$ cat config.mk
export PLATFORM = sky130hd
export DESIGN_NAME = handshake_nonce_tracker
export DESIGN_NICKNAME = d
export VERILOG_FILES = /design/src/sv/hnt_pkg.sv /design/src/sv/handshake_nonce_tracker.sv /design/src/sv/hnt_state.sv
export VERILOG_INCLUDE_DIRS = /design/src /design/src/sv
export SDC_FILE = /design/constraint.sdc
export NUM_CORES = 1
export LEC_CHECK = 0
export ABC_AREA = 1
export BUFFER_PORTS_ARGS = -buffer_cell sky130_fd_sc_hd__buf_2
export CORE_MARGIN = 4
export CORE_UTILIZATION = 54
export CTS_CLUSTER_SIZE = 25
export DETAILED_ROUTE_END_ITERATION = 10
export PLACE_DENSITY = 0.83
export SYNTH_ARGS = -nofsm -noshare
export SYNTH_HDL_FRONTEND = slang
export SYNTH_SLANG_ARGS = --single-unit
$ cat constraint.sdc
create_clock -name clk -period 5.2 [get_ports clk]
set_input_delay 0 -clock clk [delete_from_list [all_inputs] [get_ports clk]]
set_output_delay 0 -clock clk [all_outputs]
set_load 0.02 [all_outputs]
$ cat src/sv/handshake_nonce_tracker_macros.svh
// assertion macros shared by the handshake nonce tracker rtl
// no dependencies; pulled in by the files that carry assertions
`ifndef HANDSHAKE_NONCE_TRACKER_MACROS_SVH
`define HANDSHAKE_NONCE_TRACKER_MACROS_SVH

`ifndef SYNTHESIS
// property must hold at every clock edge out of reset
`define HNT_ASSERT(lbl, clk, rstn, prop, msg) \
  lbl: assert property (@(posedge clk) disable iff (!rstn) prop) else $error(msg);
// condition must never be seen out of reset
`define HNT_ASSERT_NEVER(lbl, clk, rstn, cond, msg) \
  lbl: assert property (@(posedge clk) disable iff (!rstn) !(cond)) else $error(msg);
`else
`define HNT_ASSERT(lbl, clk, rstn, prop, msg)
`define HNT_ASSERT_NEVER(lbl, clk, rstn, cond, msg)
`endif

`endif

$ cat src/sv/hnt_pkg.sv
// shared types and helpers for the handshake nonce tracker
// no dependencies; imported by hnt_state and the top level
`timescale 1ns / 1ps
`default_nettype none

package hnt_pkg;

  localparam int unsigned WORD_W = 32;

  typedef logic [WORD_W-1:0] hnt_word_t;

  typedef enum logic [3:0] {
    CMD_INIT        = 4'd0,
    CMD_CONNECT     = 4'd1,
    CMD_READY       = 4'd2,
    CMD_REQ_SYNC    = 4'd3,
    CMD_TAKE_SYNC   = 4'd4,
    CMD_PREP_SEND   = 4'd5,
    CMD_FINISH_SEND = 4'd6,
    CMD_ACK         = 4'd7,
    CMD_CONSUME     = 4'd8,
    CMD_CLEAR       = 4'd9,
    CMD_SET_FAILED  = 4'd10,
    CMD_STATUS      = 4'd11
  } hnt_cmd_t;

  // one result item
  typedef struct packed {
    logic      failed_out;
    hnt_word_t armed_out;
    hnt_word_t ready_gen_out;
    hnt_word_t current_gen_out;
    hnt_word_t nonce_out;
    logic      ok;
  } hnt_result_t;

  localparam int unsigned RESULT_W   = $bits(hnt_result_t);
  localparam int unsigned OUT_DATA_W = ((RESULT_W + 7) / 8) * 8;
  localparam int unsigned IN_FIELD_W = 3 * WORD_W + 1;
  localparam int unsigned IN_DATA_W  = ((IN_FIELD_W + 7) / 8) * 8;

  localparam hnt_word_t WORD_ZERO = '0;
  localparam hnt_word_t WORD_ONE  = hnt_word_t'(1);

endpackage

`default_nettype wire

$ cat src/sv/handshake_nonce_tracker.sv
// handshake nonce tracker: one event in, one result out, two registered stages
// path: an accepted event waits in the input register stage, updates the tracker state as it
// moves into the result register stage, and out_tvalid is driven from the result register
// throughput: one event per cycle; while a result waits both stages hold and input
// stalls once the event stage is full
// reset: rst_n synchronous active low; generations, nonces, sync and failed flag
// clear, nonce counter starts at one, both stages empty
`timescale 1ns / 1ps
`default_nettype none

module handshake_nonce_tracker
  import hnt_pkg::*;
(
  input  wire logic                  clk,
  input  wire logic                  rst_n,
  // input stream
  input  wire logic                  in_tvalid,
  output logic                       in_tready,
  input  wire logic [IN_DATA_W-1:0]  in_tdata,   // generation, nonce, seed, failed_flag, zero pad
  input  wire logic [3:0]            in_tuser,   // cmd
  // result stream
  output logic                       out_tvalid,
  input  wire logic                  out_tready,
  output logic [OUT_DATA_W-1:0]      out_tdata   // ok, nonce_out, current_gen_out,
                                                 // ready_gen_out, armed_out, failed_out, zero pad
);

  // input register stage
  logic      in_valid_r;
  hnt_cmd_t  cmd_r;
  hnt_word_t gen_r;
  hnt_word_t nonce_r;
  hnt_word_t seed_r;
  logic      flag_r;

  // result register stage
  logic        out_valid_r;
  hnt_result_t out_res_r;

  hnt_result_t res;
  logic        advance;  // event stage may hand its item to the result register
  logic        step_en;  // event applied to the tracker state this cycle

  assign advance   = !out_valid_r || out_tready;
  assign step_en   = in_valid_r && advance;
  // input stage frees up whenever its item moves on
  assign in_tready = !in_valid_r || advance;

  always_ff @(posedge clk) begin
    if (!rst_n) begin
      in_valid_r <= 1'b0;
    end else if (in_tready) begin
      in_valid_r <= in_tvalid;
    end
  end

  // payload capture, no reset needed
  always_ff @(posedge clk) begin
    if (in_tvalid && in_tready) begin
      cmd_r   <= hnt_cmd_t'(in_tuser);
      gen_r   <= in_tdata[WORD_W-1:0];
      nonce_r <= in_tdata[2*WORD_W-1:WORD_W];
      seed_r  <= in_tdata[3*WORD_W-1:2*WORD_W];
      flag_r  <= in_tdata[3*WORD_W];
    end
  end

  // state registers and event logic
  hnt_state u_state (
    .clk         (clk),
    .rst_n       (rst_n),
    .step_en     (step_en),
    .cmd         (cmd_r),
    .generation  (gen_r),
    .nonce       (nonce_r),
    .seed        (seed_r),
    .failed_flag (flag_r),
    .res         (res)
  );

  // result register: loads when the event stage advances
  always_ff @(posedge clk) begin
    if (!rst_n) begin
      out_valid_r <= 1'b0;
    end else if (advance) begin
      out_valid_r <= in_valid_r;
    end
  end

  always_ff @(posedge clk) begin
    if (step_en) begin
      out_res_r <= res;
    end
  end

  assign out_tvalid = out_valid_r;
  assign out_tdata  = {{(OUT_DATA_W - RESULT_W){1'b0}}, out_res_r};

endmodule

`default_nettype wire

$ cat src/sv/hnt_state.sv
// tracker state registers and the combinational event logic
// depends on hnt_pkg and the assertion macro header
`timescale 1ns / 1ps
`default_nettype none
`include "handshake_nonce_tracker_macros.svh"

module hnt_state
  import hnt_pkg::*;
(
  input  wire logic        clk,
  input  wire logic        rst_n,
  input  wire logic        step_en,
  input  wire hnt_cmd_t    cmd,
  input  wire hnt_word_t   generation,
  input  wire hnt_word_t   nonce,
  input  wire hnt_word_t   seed,
  input  wire logic        failed_flag,
  output hnt_result_t      res
);

  hnt_word_t cur_r, cur_nxt;
  hnt_word_t rdy_r, rdy_nxt;
  hnt_word_t armed_r, armed_nxt;
  hnt_word_t pend_r, pend_nxt;
  hnt_word_t cnt_r, cnt_nxt;
  hnt_word_t sync_r, sync_nxt;
  logic      failed_r, failed_nxt;

  logic      gen_nz, nonce_nz;
  logic      cur_live;  // current generation is ready
  logic      gen_live;  // named generation is current and ready
  hnt_word_t cnt_inc, alloc;

  assign gen_nz   = (generation != WORD_ZERO);
  assign nonce_nz = (nonce != WORD_ZERO);
  assign cur_live = (cur_r != WORD_ZERO) && (rdy_r == cur_r);
  assign gen_live = gen_nz && (cur_r == generation) && (rdy_r == generation);
  assign cnt_inc  = cnt_r + WORD_ONE;
  // skip zero on wrap
  assign alloc    = (cnt_inc == WORD_ZERO) ? WORD_ONE : cnt_inc;

  always_comb begin
    cur_nxt    = cur_r;
    rdy_nxt    = rdy_r;
    armed_nxt  = armed_r;
    pend_nxt   = pend_r;
    cnt_nxt    = cnt_r;
    sync_nxt   = sync_r;
    failed_nxt = failed_r;
    res.ok        = 1'b0;
    res.nonce_out = WORD_ZERO;
    case (cmd)
      CMD_INIT: begin
        cur_nxt    = WORD_ZERO;
        rdy_nxt    = WORD_ZERO;
        armed_nxt  = WORD_ZERO;
        pend_nxt   = WORD_ZERO;
        cnt_nxt    = (seed == WORD_ZERO) ? WORD_ONE : seed;
        sync_nxt   = WORD_ZERO;
        failed_nxt = 1'b0;
      end
      CMD_CONNECT: begin
        if (gen_nz) begin
          cur_nxt   = generation;
          rdy_nxt   = WORD_ZERO;
          armed_nxt = WORD_ZERO;
          pend_nxt  = WORD_ZERO;
          sync_nxt  = WORD_ZERO;
        end
      end
      CMD_READY: begin
        if (gen_nz && (cur_r == generation)) begin
          rdy_nxt = generation;
        end
      end
      CMD_REQ_SYNC: begin
        if (cur_live) begin
          sync_nxt = cur_r;
          res.ok   = 1'b1;
        end
      end
      CMD_TAKE_SYNC: begin
        if (gen_nz && (sync_r == generation)) begin
          sync_nxt = WORD_ZERO;
          res.ok   = gen_live;
        end
      end
      CMD_PREP_SEND: begin
        if (gen_live) begin
          cnt_nxt       = alloc;
          res.nonce_out = alloc;
          pend_nxt      = WORD_ZERO;
          armed_nxt     = alloc;
          res.ok        = 1'b1;
        end
      end
      CMD_FINISH_SEND: begin
        if (gen_nz && nonce_nz) begin
          if (gen_live && (armed_r == nonce)) begin
            res.ok = 1'b1;
          end else begin
            if (armed_r == nonce) armed_nxt = WORD_ZERO;
            if (pend_r == nonce) pend_nxt = WORD_ZERO;
          end
        end
      end
      CMD_ACK: begin
        if (nonce_nz && cur_live && (armed_r == nonce)) begin
          pend_nxt = nonce;
          res.ok   = 1'b1;
        end
      end
      CMD_CONSUME: begin
        if (gen_nz && nonce_nz && (pend_r == nonce)) begin
          pend_nxt = WORD_ZERO;
          res.ok   = gen_live && (armed_r == nonce);
        end
      end
      CMD_CLEAR: begin
        if (nonce_nz) begin
          if (armed_r == nonce) armed_nxt = WORD_ZERO;
          if (pend_r == nonce) pend_nxt = WORD_ZERO;
        end
      end
      CMD_SET_FAILED: begin
        failed_nxt = failed_flag;
      end
      CMD_STATUS: begin
        res.ok = failed_r;
      end
      default: begin
      end
    endcase
    res.current_gen_out = cur_nxt;
    res.ready_gen_out   = ((cur_nxt != WORD_ZERO) && (rdy_nxt == cur_nxt)) ? cur_nxt : WORD_ZERO;
    res.armed_out       = armed_nxt;
    res.failed_out      = failed_nxt;
  end

  always_ff @(posedge clk) begin
    if (!rst_n) begin
      cur_r    <= WORD_ZERO;
      rdy_r    <= WORD_ZERO;
      armed_r  <= WORD_ZERO;
      pend_r   <= WORD_ZERO;
      cnt_r    <= WORD_ONE;
      sync_r   <= WORD_ZERO;
      failed_r <= 1'b0;
    end else if (step_en) begin
      cur_r    <= cur_nxt;
      rdy_r    <= rdy_nxt;
      armed_r  <= armed_nxt;
      pend_r   <= pend_nxt;
      cnt_r    <= cnt_nxt;
      sync_r   <= sync_nxt;
      failed_r <= failed_nxt;
    end
  end

  `HNT_ASSERT_NEVER(a_cnt_zero, clk, rst_n, cnt_r == WORD_ZERO, "nonce counter reached zero")
  `HNT_ASSERT(a_alloc_armed, clk, rst_n, step_en && (res.nonce_out != WORD_ZERO) |=> armed_r == $past(res.nonce_out), "allocated nonce not armed")
  `HNT_ASSERT(a_alloc_only_prep, clk, rst_n, step_en && (res.nonce_out != WORD_ZERO) |-> (cmd == CMD_PREP_SEND) && res.ok, "nonce handed out outside prepare send")
  `HNT_ASSERT(a_connect_clears, clk, rst_n, step_en && (cmd == CMD_CONNECT) && gen_nz |=> (armed_r == WORD_ZERO) && (pend_r == WORD_ZERO) && (sync_r == WORD_ZERO), "connect left stale nonce state")

endmodule

`default_nettype wire

==> impl.org, run 1 <==
** Routing
- The count of nets left with antenna violations once routing finished came out at 0.
- In the routed design, unresolved DRC markers number 0.
- First-pass detailed-route iteration total :: 8
- The first routing iteration left roughly 2100 violations.
- For this block, the via count after detailed routing is approximately 21000.
- Routed length per placed instance :: 19.3 µm
- Top layer in use :: met5
- Using the TritonRoute via totals, the vias-per-cell ratio works out to 5.61.
- Detailed routing placed a total of 6.68 mm of wire on met3.
- Total wire length :: roughly 73 mm
- After detailed routing, the met2 layer carries around 35 mm of wire.
- Detailed-route wire length on metal 1 :: 27.4 mm

** GRT
- Number of global-route vias before repair :: roughly 21000
- The initial antenna violation count came to 2.
- The first global-routing pass estimated ~110 mm of wire.
- Entering global routing, the biggest net connects ~110 pins.
- GR Overflow Total :: 0
- GRT Total Usage :: 0.322

** Clock tree
- TritonCTS built the clock tree.
- CTS built an H-tree with a depth of 2.
- After clock tree synthesis, the repair step resized 0 gates.
- The clock passes through at most 3 buffers.
- Clock-pin slew was measured on the worst setup and hold paths at ~0.060 ns.
- CTS placed an instance of clkbuf_16 at the clock tree root.
- Buffers inserted during clock tree synthesis total 44.
- Clk Latency, worst-skew pair :: 0.59 ns
- TritonCTS sink count :: 426

** Power
- IR analysis of the VDD net gives a maximum drop of 301 µV.
- Total power per unit cell area :: 309 nW/µm²
- Leak Pwr :: 0.0121 µW

** Setup path
- In this run the worst setup path begins at gen_r[24]$_DFFE_PP_.
- By startpoint and endpoint, the worst setup path is classified as reg -> reg.
- Library cell contributing the largest single delay on the critical path :: edfxtp_1
- Along the worst path, the maximum fanout reaches 30.
- In this design, the stage delay of the slowest critical-path cell is 0.52 ns.
- STA classifies the critical path startpoint as a flop.
- Cell breakdown of the critical path :: nor2_1 -> nand2_1 -> nor2_1 -> nand2_1 -> nor2_4 -> nand2_1 -> nand2_1 -> buf_4 -> a21oi_1 -> inv_1 -> nand3_1 -> nand2_1 -> nor2_1 -> nand2_1 -> nor2_1 -> nand3_2 -> buf_4 -> nor3_2
- Worst reg2reg path depth :: 18
- Buffering stage count on the worst path with inverters included :: 3
- In this run the critical register-to-register path is launched from gen_r[24]$_DFFE_PP_.
- Type of destination of the critical path :: flop
- Across all register-to-register paths, the minimum setup slack is 1.08 ns.
- By instance count, the cell type seen most on the critical path is nand2_1.
- Critical path required time :: 5.50 ns
- Family of cells with the greatest summed delay on the critical path :: simple AND/OR/NAND/NOR gates
- Arrival time of the worst setup path :: between 4 and 5 ns
- In this run the critical register-to-register path is captured at out_tdata[67]$_SDFFCE_PN0P_.

** Yosys
- In the synthesized netlist the async set-or-reset flop fraction comes to 0.
- Of the total synthesized cell area, the portion taken by AND, OR, NAND and NOR gates is 0.293.
- Post-synth top area share :: 0.311
- The synthesized design contains approximately 430 register bits.
- The synthesized design contains 231 enable-type register cells.
- The synthesized design spends more area on one cell type than any other, namely edfxtp_1.
- Warning count from the yosys run :: 0
- Fraction of the mapped netlist area in compound gates :: 0.0751
- Ranked by instance count, the synthesized netlist is headed by nand2_1, inv_1, nor2_1.
- Of the post-synthesis cell area, the part taken by muxes is 0.
- Yosys mapped the design onto 44 distinct sky130hd cell types.
- A synthesized cell averages 7.68 µm².
- The mapped netlist covers 22300 µm².
- By area the synthesized netlist is led by edfxtp_1, dfxtp_1, nand2_1.
- Proportion of synthesized chip area in sequential cells :: 0.486
- Number of instances in the synthesized netlist :: 2907
- By instance count, the leading cell after synthesis is nand2_1.
- Of the total synthesized cell area, the portion taken by XOR and XNOR cells is 0.0530.
- By area, the combinational part of the netlist is dominated by simple AND/OR/NAND/NOR gates.
- Primary flip-flop cell chosen by synthesis mapping :: edfxtp_1
- Arithmetic-cell share of the synthesized area counting full adders, half adders and majority gates :: 0.000560

** Final layout
- Final non-filler cell total :: roughly 3800
- Counting the fill cells in the layout gives 3390.
- Post-synthesis to final-layout area growth :: 18.5%
- Area occupied by multi-input gates :: 9480 µm²
- Footprint of the flip-flops and latches :: around 11000 µm²
- At the end of the flow the core is filled with cells to 0.648.
- At the end of the flow, the number of nets in the layout was 3333.
- Of the cells placed in the final design, the portion with a size suffix greater than 1 is 0.132.

** Die
- Floorplan row count :: 74
- The core region is between 40000 and 50000 µm².
- For this design the top-level I/O count stands at 250.
- Initial Utilization :: 0.547
- The floorplan step defined a die boundary enclosing around 45000 µm².
- The floorplan step set the die height to 211 µm.
- The die is about 210 µm wide.

** STA
- Sum of negative setup slack :: 0 ns
- The max-slew violation count is 0.
- Setup repair after global routing left no endpoint under its margin.
- Dividing the final minimum period by the clock period gives 0.791.
- Worst hold slack :: 0.121 ns
- Final WS setup :: between 1 and 1.5 ns
- Fin Clk Skew :: ~0.018 ns
- Final-report hold violation count :: 0
- For the pin with the worst max-slew slack, the measured transition is 1.10 ns.
- Shortest period the worst path allows :: a little over 4 ns
- Static timing analysis puts the maximum clock frequency at roughly 240 MHz.
- Setup violations remaining at the end of the flow were counted as 0.
- Relative slew slack :: 0.265

** Run status
- Outcome :: completed

** Hold path
- Hold wc startpoint :: in_tdata[85]
- Worst Hold End :: seed_r[21]$_DFFE_PP_
- In this run the worst hold path is classified as in -> reg.
- The worst hold path was traced through 2 stages.

** Placement
- Number of buffers added on ports :: 236
- OpenSTA, run right after detailed placement, puts the worst setup slack at 1.25 ns.
- Placed instance count :: approximately 3600
- Routability-driven placement finished with a final weighted congestion of 1.04.
- DP HPWL :: 51.8 mm

** Flow run
- Max-cap violations :: 0
==> stage by stage <==
stage | instance area [µm²] | power (µW)
2_1_floorplan | 22300 | 4660
3_5_place_dp | 24000 | 5040
5_1_grt | 26500 | 8460
6_report | 26500 | 8180
4_1_cts | 26500 | 8190
3_3_place_gp | 24000 | 5010
==> where the power goes <==
group	switching, µW	internal, µW
clock	1380	1740
combinational	760	398
sequential	171	3740
total	2310	5870
==> state kept, by name, indices dropped and copies added, names as in the netlist, 4 cells and up <==
register and flops:
u_state.cur_r 32, nonce_r 32, u_state.pend_r 32, gen_r 32
u_state.armed_r 32, cmd_r 4, u_state.rdy_r 32, out_tdata 130
seed_r 32, u_state.sync_r 32, u_state.cnt_r 32
==> placed cells by master (no fill, tap or decap), types with 3 or more instances in the layout <==
cell type | netlist | routed
a21oi_1 | 169 | 169
buf_2 | 25 | 236
buf_4 | 9 | 46
clkbuf_1 | 83 | 16
clkbuf_16 | 0 | 44
clkbuf_8 | 0 | 4
clkinv_2 | 0 | 7
clkinv_4 | 0 | 4
conb_1 | 1 | 6
dfxtp_1 | 195 | 195
dlygate4sd3_1 | 0 | 104
edfxtp_1 | 231 | 231
inv_1 | 377 | 375
inv_2 | 18 | 17
nand2_1 | 746 | 745
nand2_2 | 3 | 3
nand3_1 | 160 | 159
nand3b_1 | 6 | 6
nand4_1 | 102 | 102
nor2_1 | 349 | 346
nor2_2 | 2 | 5
nor3_1 | 36 | 36
nor3_2 | 30 | 30
nor3b_1 | 5 | 5
nor4_1 | 37 | 37
o211ai_2 | 5 | 5
o21ai_0 | 138 | 138
or2_1 | 5 | 5
or2_2 | 10 | 10
xnor2_1 | 56 | 56
xor2_1 | 79 | 79
==> worst max path at each step <==
| stage | to | cells past startpoint |
|---|---|---|
| 2_1_floorplan | out_tdata[0]$_DFFE_PP_ | 5 |
| 3_3_place_gp | out_tdata[73]$_SDFFCE_PN0P_ | 18 |
| 3_5_place_dp | out_tdata[67]$_SDFFCE_PN0P_ | 18 |
| 4_1_cts | out_tdata[67]$_SDFFCE_PN0P_ | 18 |
| 5_1_grt | out_tdata[69]$_SDFFCE_PN0P_ | 19 |
| 6_report | out_tdata[67]$_SDFFCE_PN0P_ | 18 |
==> kinds of logic (layout without fill, tap and decap cells) <==
kind of cell    Yosys count  count (layout)
simple gates           1500            1500
buf+inv                 522             865
flops                   426             426
compound gates          322             322
xor+xnor                135             135
fa+ha+maj                 1               1
other cells               1               7
==> area by class of cell <==
cell class	instances	area share
Timing Repair Buffer	387	0.0978
Clock buffer	64	0.0460
Antenna cell	1	0.0000946
Tap cell	532	0.0252
Inverter	397	0.0567
Multi-Input combinational cell	1964	0.358
Clock inverter	17	0.00643
Sequential cell	426	0.410
==> routing by layer <==
metal	vias up	GRT usage
li1	10000	-
met1	9889	0.389
met2	1106	0.553
met3	238	0.0628
met4	2	0.156
met5	-	0
==> what timing repair did <==
item                                   CTS  global route
hold buffers                           104             0
buffers inserted                         0             0
endpoints found under the hold margin  126             0
(Power assumes the default switching activity.)
==> run 2, diff against run 1 <==
==> constraint.sdc (replaced) <==
create_clock -name clk -period 3.63 [get_ports clk]
set_input_delay 0 -clock clk [delete_from_list [all_inputs] [get_ports clk]]
set_output_delay 0 -clock clk [all_outputs]
set_load 0.02 [all_outputs]
==> run 2 against run 1 <==
Clock skew rose by 0.0020 ns. Total power is 44% higher. Combinational power grew 50%. Core utilization up 1.1 points. Cell area increased by 1.7%. Via count grew 1.2%. Critical endpoint is now out_tdata[75]$_SDFFCE_PN0P_.
==> impl.org, run 2 (synthesis results as in run 1) <==
** Run status
- Outcome :: completed

** GRT
- Global Route met2 Usage :: 0.564
- For met1 alone, demand over resource in global routing was 0.407.
- GR Overflow Total :: 0
- Number of global-route vias before repair :: 21000
- Number of antenna violations at the first check in global routing :: 2
- The first global-routing pass estimated 117 mm of wire.
- In the global route stage, overall resource usage came out at 0.333.
- In this run the most used layer during global routing was met2.
- For met3 alone, demand over resource in global routing was 0.0656.
- Entering global routing, the biggest net connects 71 pins.

** Final layout
- Post-layout net count :: about 3400
- The register with the most flip-flops in the layout has 130 of them.
- Post-synthesis to final-layout area growth :: 20.5%
- Fraction of final layout cells with drive strength greater than 1 :: 0.141
- Commonest non-fill, non-tap cells in the layout :: nand2_1, inv_1, nor2_1
- Leading cell type in the layout, fill and taps excluded :: nand2_1
- Final non-filler cell total :: 3829

** Setup path
- On the worst path, the slowest cell contributes a delay of 0.45 ns.
- The slowest stage of the critical path belongs to the cell edfxtp_1.
- Data on the critical path is required at its endpoint by 4.06 ns.
- Cell breakdown of the critical path :: nor2_1 -> nand2_1 -> nor2_1 -> nand2_1 -> nor2_4 -> nand2_1 -> nand2_1 -> buf_12 -> a21oi_1 -> nand2_1 -> nand2_1 -> nor2_1 -> nand2_1 -> nor2_1 -> nand3_2 -> buf_12 -> nor3_2
- Type of destination of the critical path :: flop
- By startpoint and endpoint, the worst setup path is classified as reg -> reg.
- Peak fanout along the critical path :: 30
- For the worst setup path, the data arrival time is 3.93 ns.
- Among the stages of the critical path, the cell type that occurs most often is nand2_1.
- The worst setup path is launched from a flop.

** STA
- Hold timing on the final database bottoms out at a slack of 0.110 ns.
- The max-slew violation count was 0.
- Setup repair after global routing left no endpoint under its margin.
- Setup violations remaining at the end of the flow were counted as 0.
- Sum of negative setup slack :: 0 ns
- Slew @ Worst Pin :: 0.969 ns
- The count of endpoints failing hold in the final timing report came to 0.
- Shortest period the worst path allows :: between 3 and 4 ns
- For the final database, setup skew stands at 0.0202 ns.
- Fmax :: 286 MHz
- Relative slew slack :: 0.354
- In the finished design, the share of the clock period the worst path needs comes to 0.963.

** Placement
- Global placer's final weighted congestion :: 1.01
- In this run, placement finished with an instance count of 3638.
- The count of buffers added on input and output ports is 236.
- DP HPWL :: ~53 mm

** Hold path
- The tightest min-delay check is of the in -> reg type.

** Die
- Top-level port count :: 250
- From left edge to right edge, the die measures 211 µm.
- The floorplan step defined a core boundary enclosing 40800 µm².
- The initial utilization of the core area, before any placement, comes to 0.547.
- The initialized floorplan defines between 70 and 80 standard-cell rows.
- In this run the vertical extent of the chip is 211 µm.
- The floorplan step defined a die boundary enclosing 44700 µm².

** Clock tree
- Clk Latency, worst-skew pair :: 0.60 ns
- The H-tree was split into 2 levels.
- TritonCTS built the clock tree.
- TritonCTS sink count :: 426
- In this run the deepest clock path goes through 3 buffers.
- CTS clock-pin slew for the worst setup and hold paths :: 0.06 ns
- Clock tree synthesis selected as its root buffer the cell clkbuf_16.
- Number of buffers inserted to repair setup after CTS :: 0
- Clock tree synthesis inserted a total of 45 buffers.

** Flow run
- Max-cap violations :: 0

** Power
- The worst-case IR drop observed on VDD is 461 µV.
- Summed over all cells, the static leakage comes to 0.0123 µW.
- In this run the power density over the cells is around 440 nW/µm².

** Routing
- Using the TritonRoute via totals, the vias-per-cell ratio works out to approximately 5.6.
- In this run the remaining antenna-violating nets after routing total 0.
- Routed length per placed instance :: 19.9 µm
- Total wire length :: 76.1 mm
- Routed via count :: roughly 22000
- After the first detailed-routing iteration, the DRC count stood at 2100.
- The pre-antenna-repair detailed-routing pass consisted of 8 iterations.
- After detailed routing, the number of remaining DRC violations is 0.
run 2: layer usage:
layer	vias up	part of all wire	wire (µm)
li1	10100	-	-
met1	9968	0.37	28400
met2	1168	0.48	36300
met3	271	0.091	6910
met4	2	0.059	4470
met5	-	0.000092	7
run 2: cell type report:
cell class	count	area, µm²
fillers	3436	13900
flip-flops and latches	426	10800
multi-input cells	1964	9490
repair buffers	425	3020
inverters	397	1500
clock buffers	66	1250
well taps	532	666
clock inverters	18	144
diodes	1	2.50
run 2: power by group:
group	internal, µW	total [µW]	switching [µW]
Clock	2470	4460	1990
Combinational	602	1740	1140
Sequential	5350	5580	229
run 2: final timing paths:
check,depth (start not counted),endpoint,slack [ns],from
setup reg to reg,17,out_tdata[75]$_SDFFCE_PN0P_,0.13,gen_r[23]$_DFFE_PP_
hold / removal,2,seed_r[19]$_DFFE_PP_,0.11,in_tdata[83]
setup / recovery,17,out_tdata[75]$_SDFFCE_PN0P_,0.13,gen_r[23]$_DFFE_PP_
hold reg to reg,2,u_state.cnt_r[19]$_SDFFE_PN0P_,0.50,u_state.cnt_r[19]$_SDFFE_PN0P_
run 2: timing repair:
item / 4_1_cts / 5_1_grt
hold endpoints to repair: 126 / 0
gates resized for setup: 0 / 3
hold buffers: 106 / 0
endpoints found under the setup margin: 0 / 33
run 2: worst max-delay path, delay by kind of cell, from the launching register on:
family          cells  cell delay, ns
simple gates       14            2.16
compound gates      1            0.17
flops               1            0.45
buf+inv             2            0.48
run 2: through the flow:
step | area [µm²] | utilization | setup WS (ns) | power (µW)
after floorplan | 22300 | - | 0.465 | 6670
after global placement | 24400 | 0.599 | 0.235 | 7240
after CTS | 26900 | 0.659 | 0.124 | 11800
after global routing | 26900 | 0.659 | 0.00420 | 12200
after detailed placement | 24400 | 0.599 | 0.137 | 7270
final | 26900 | 0.659 | 0.134 | 11800
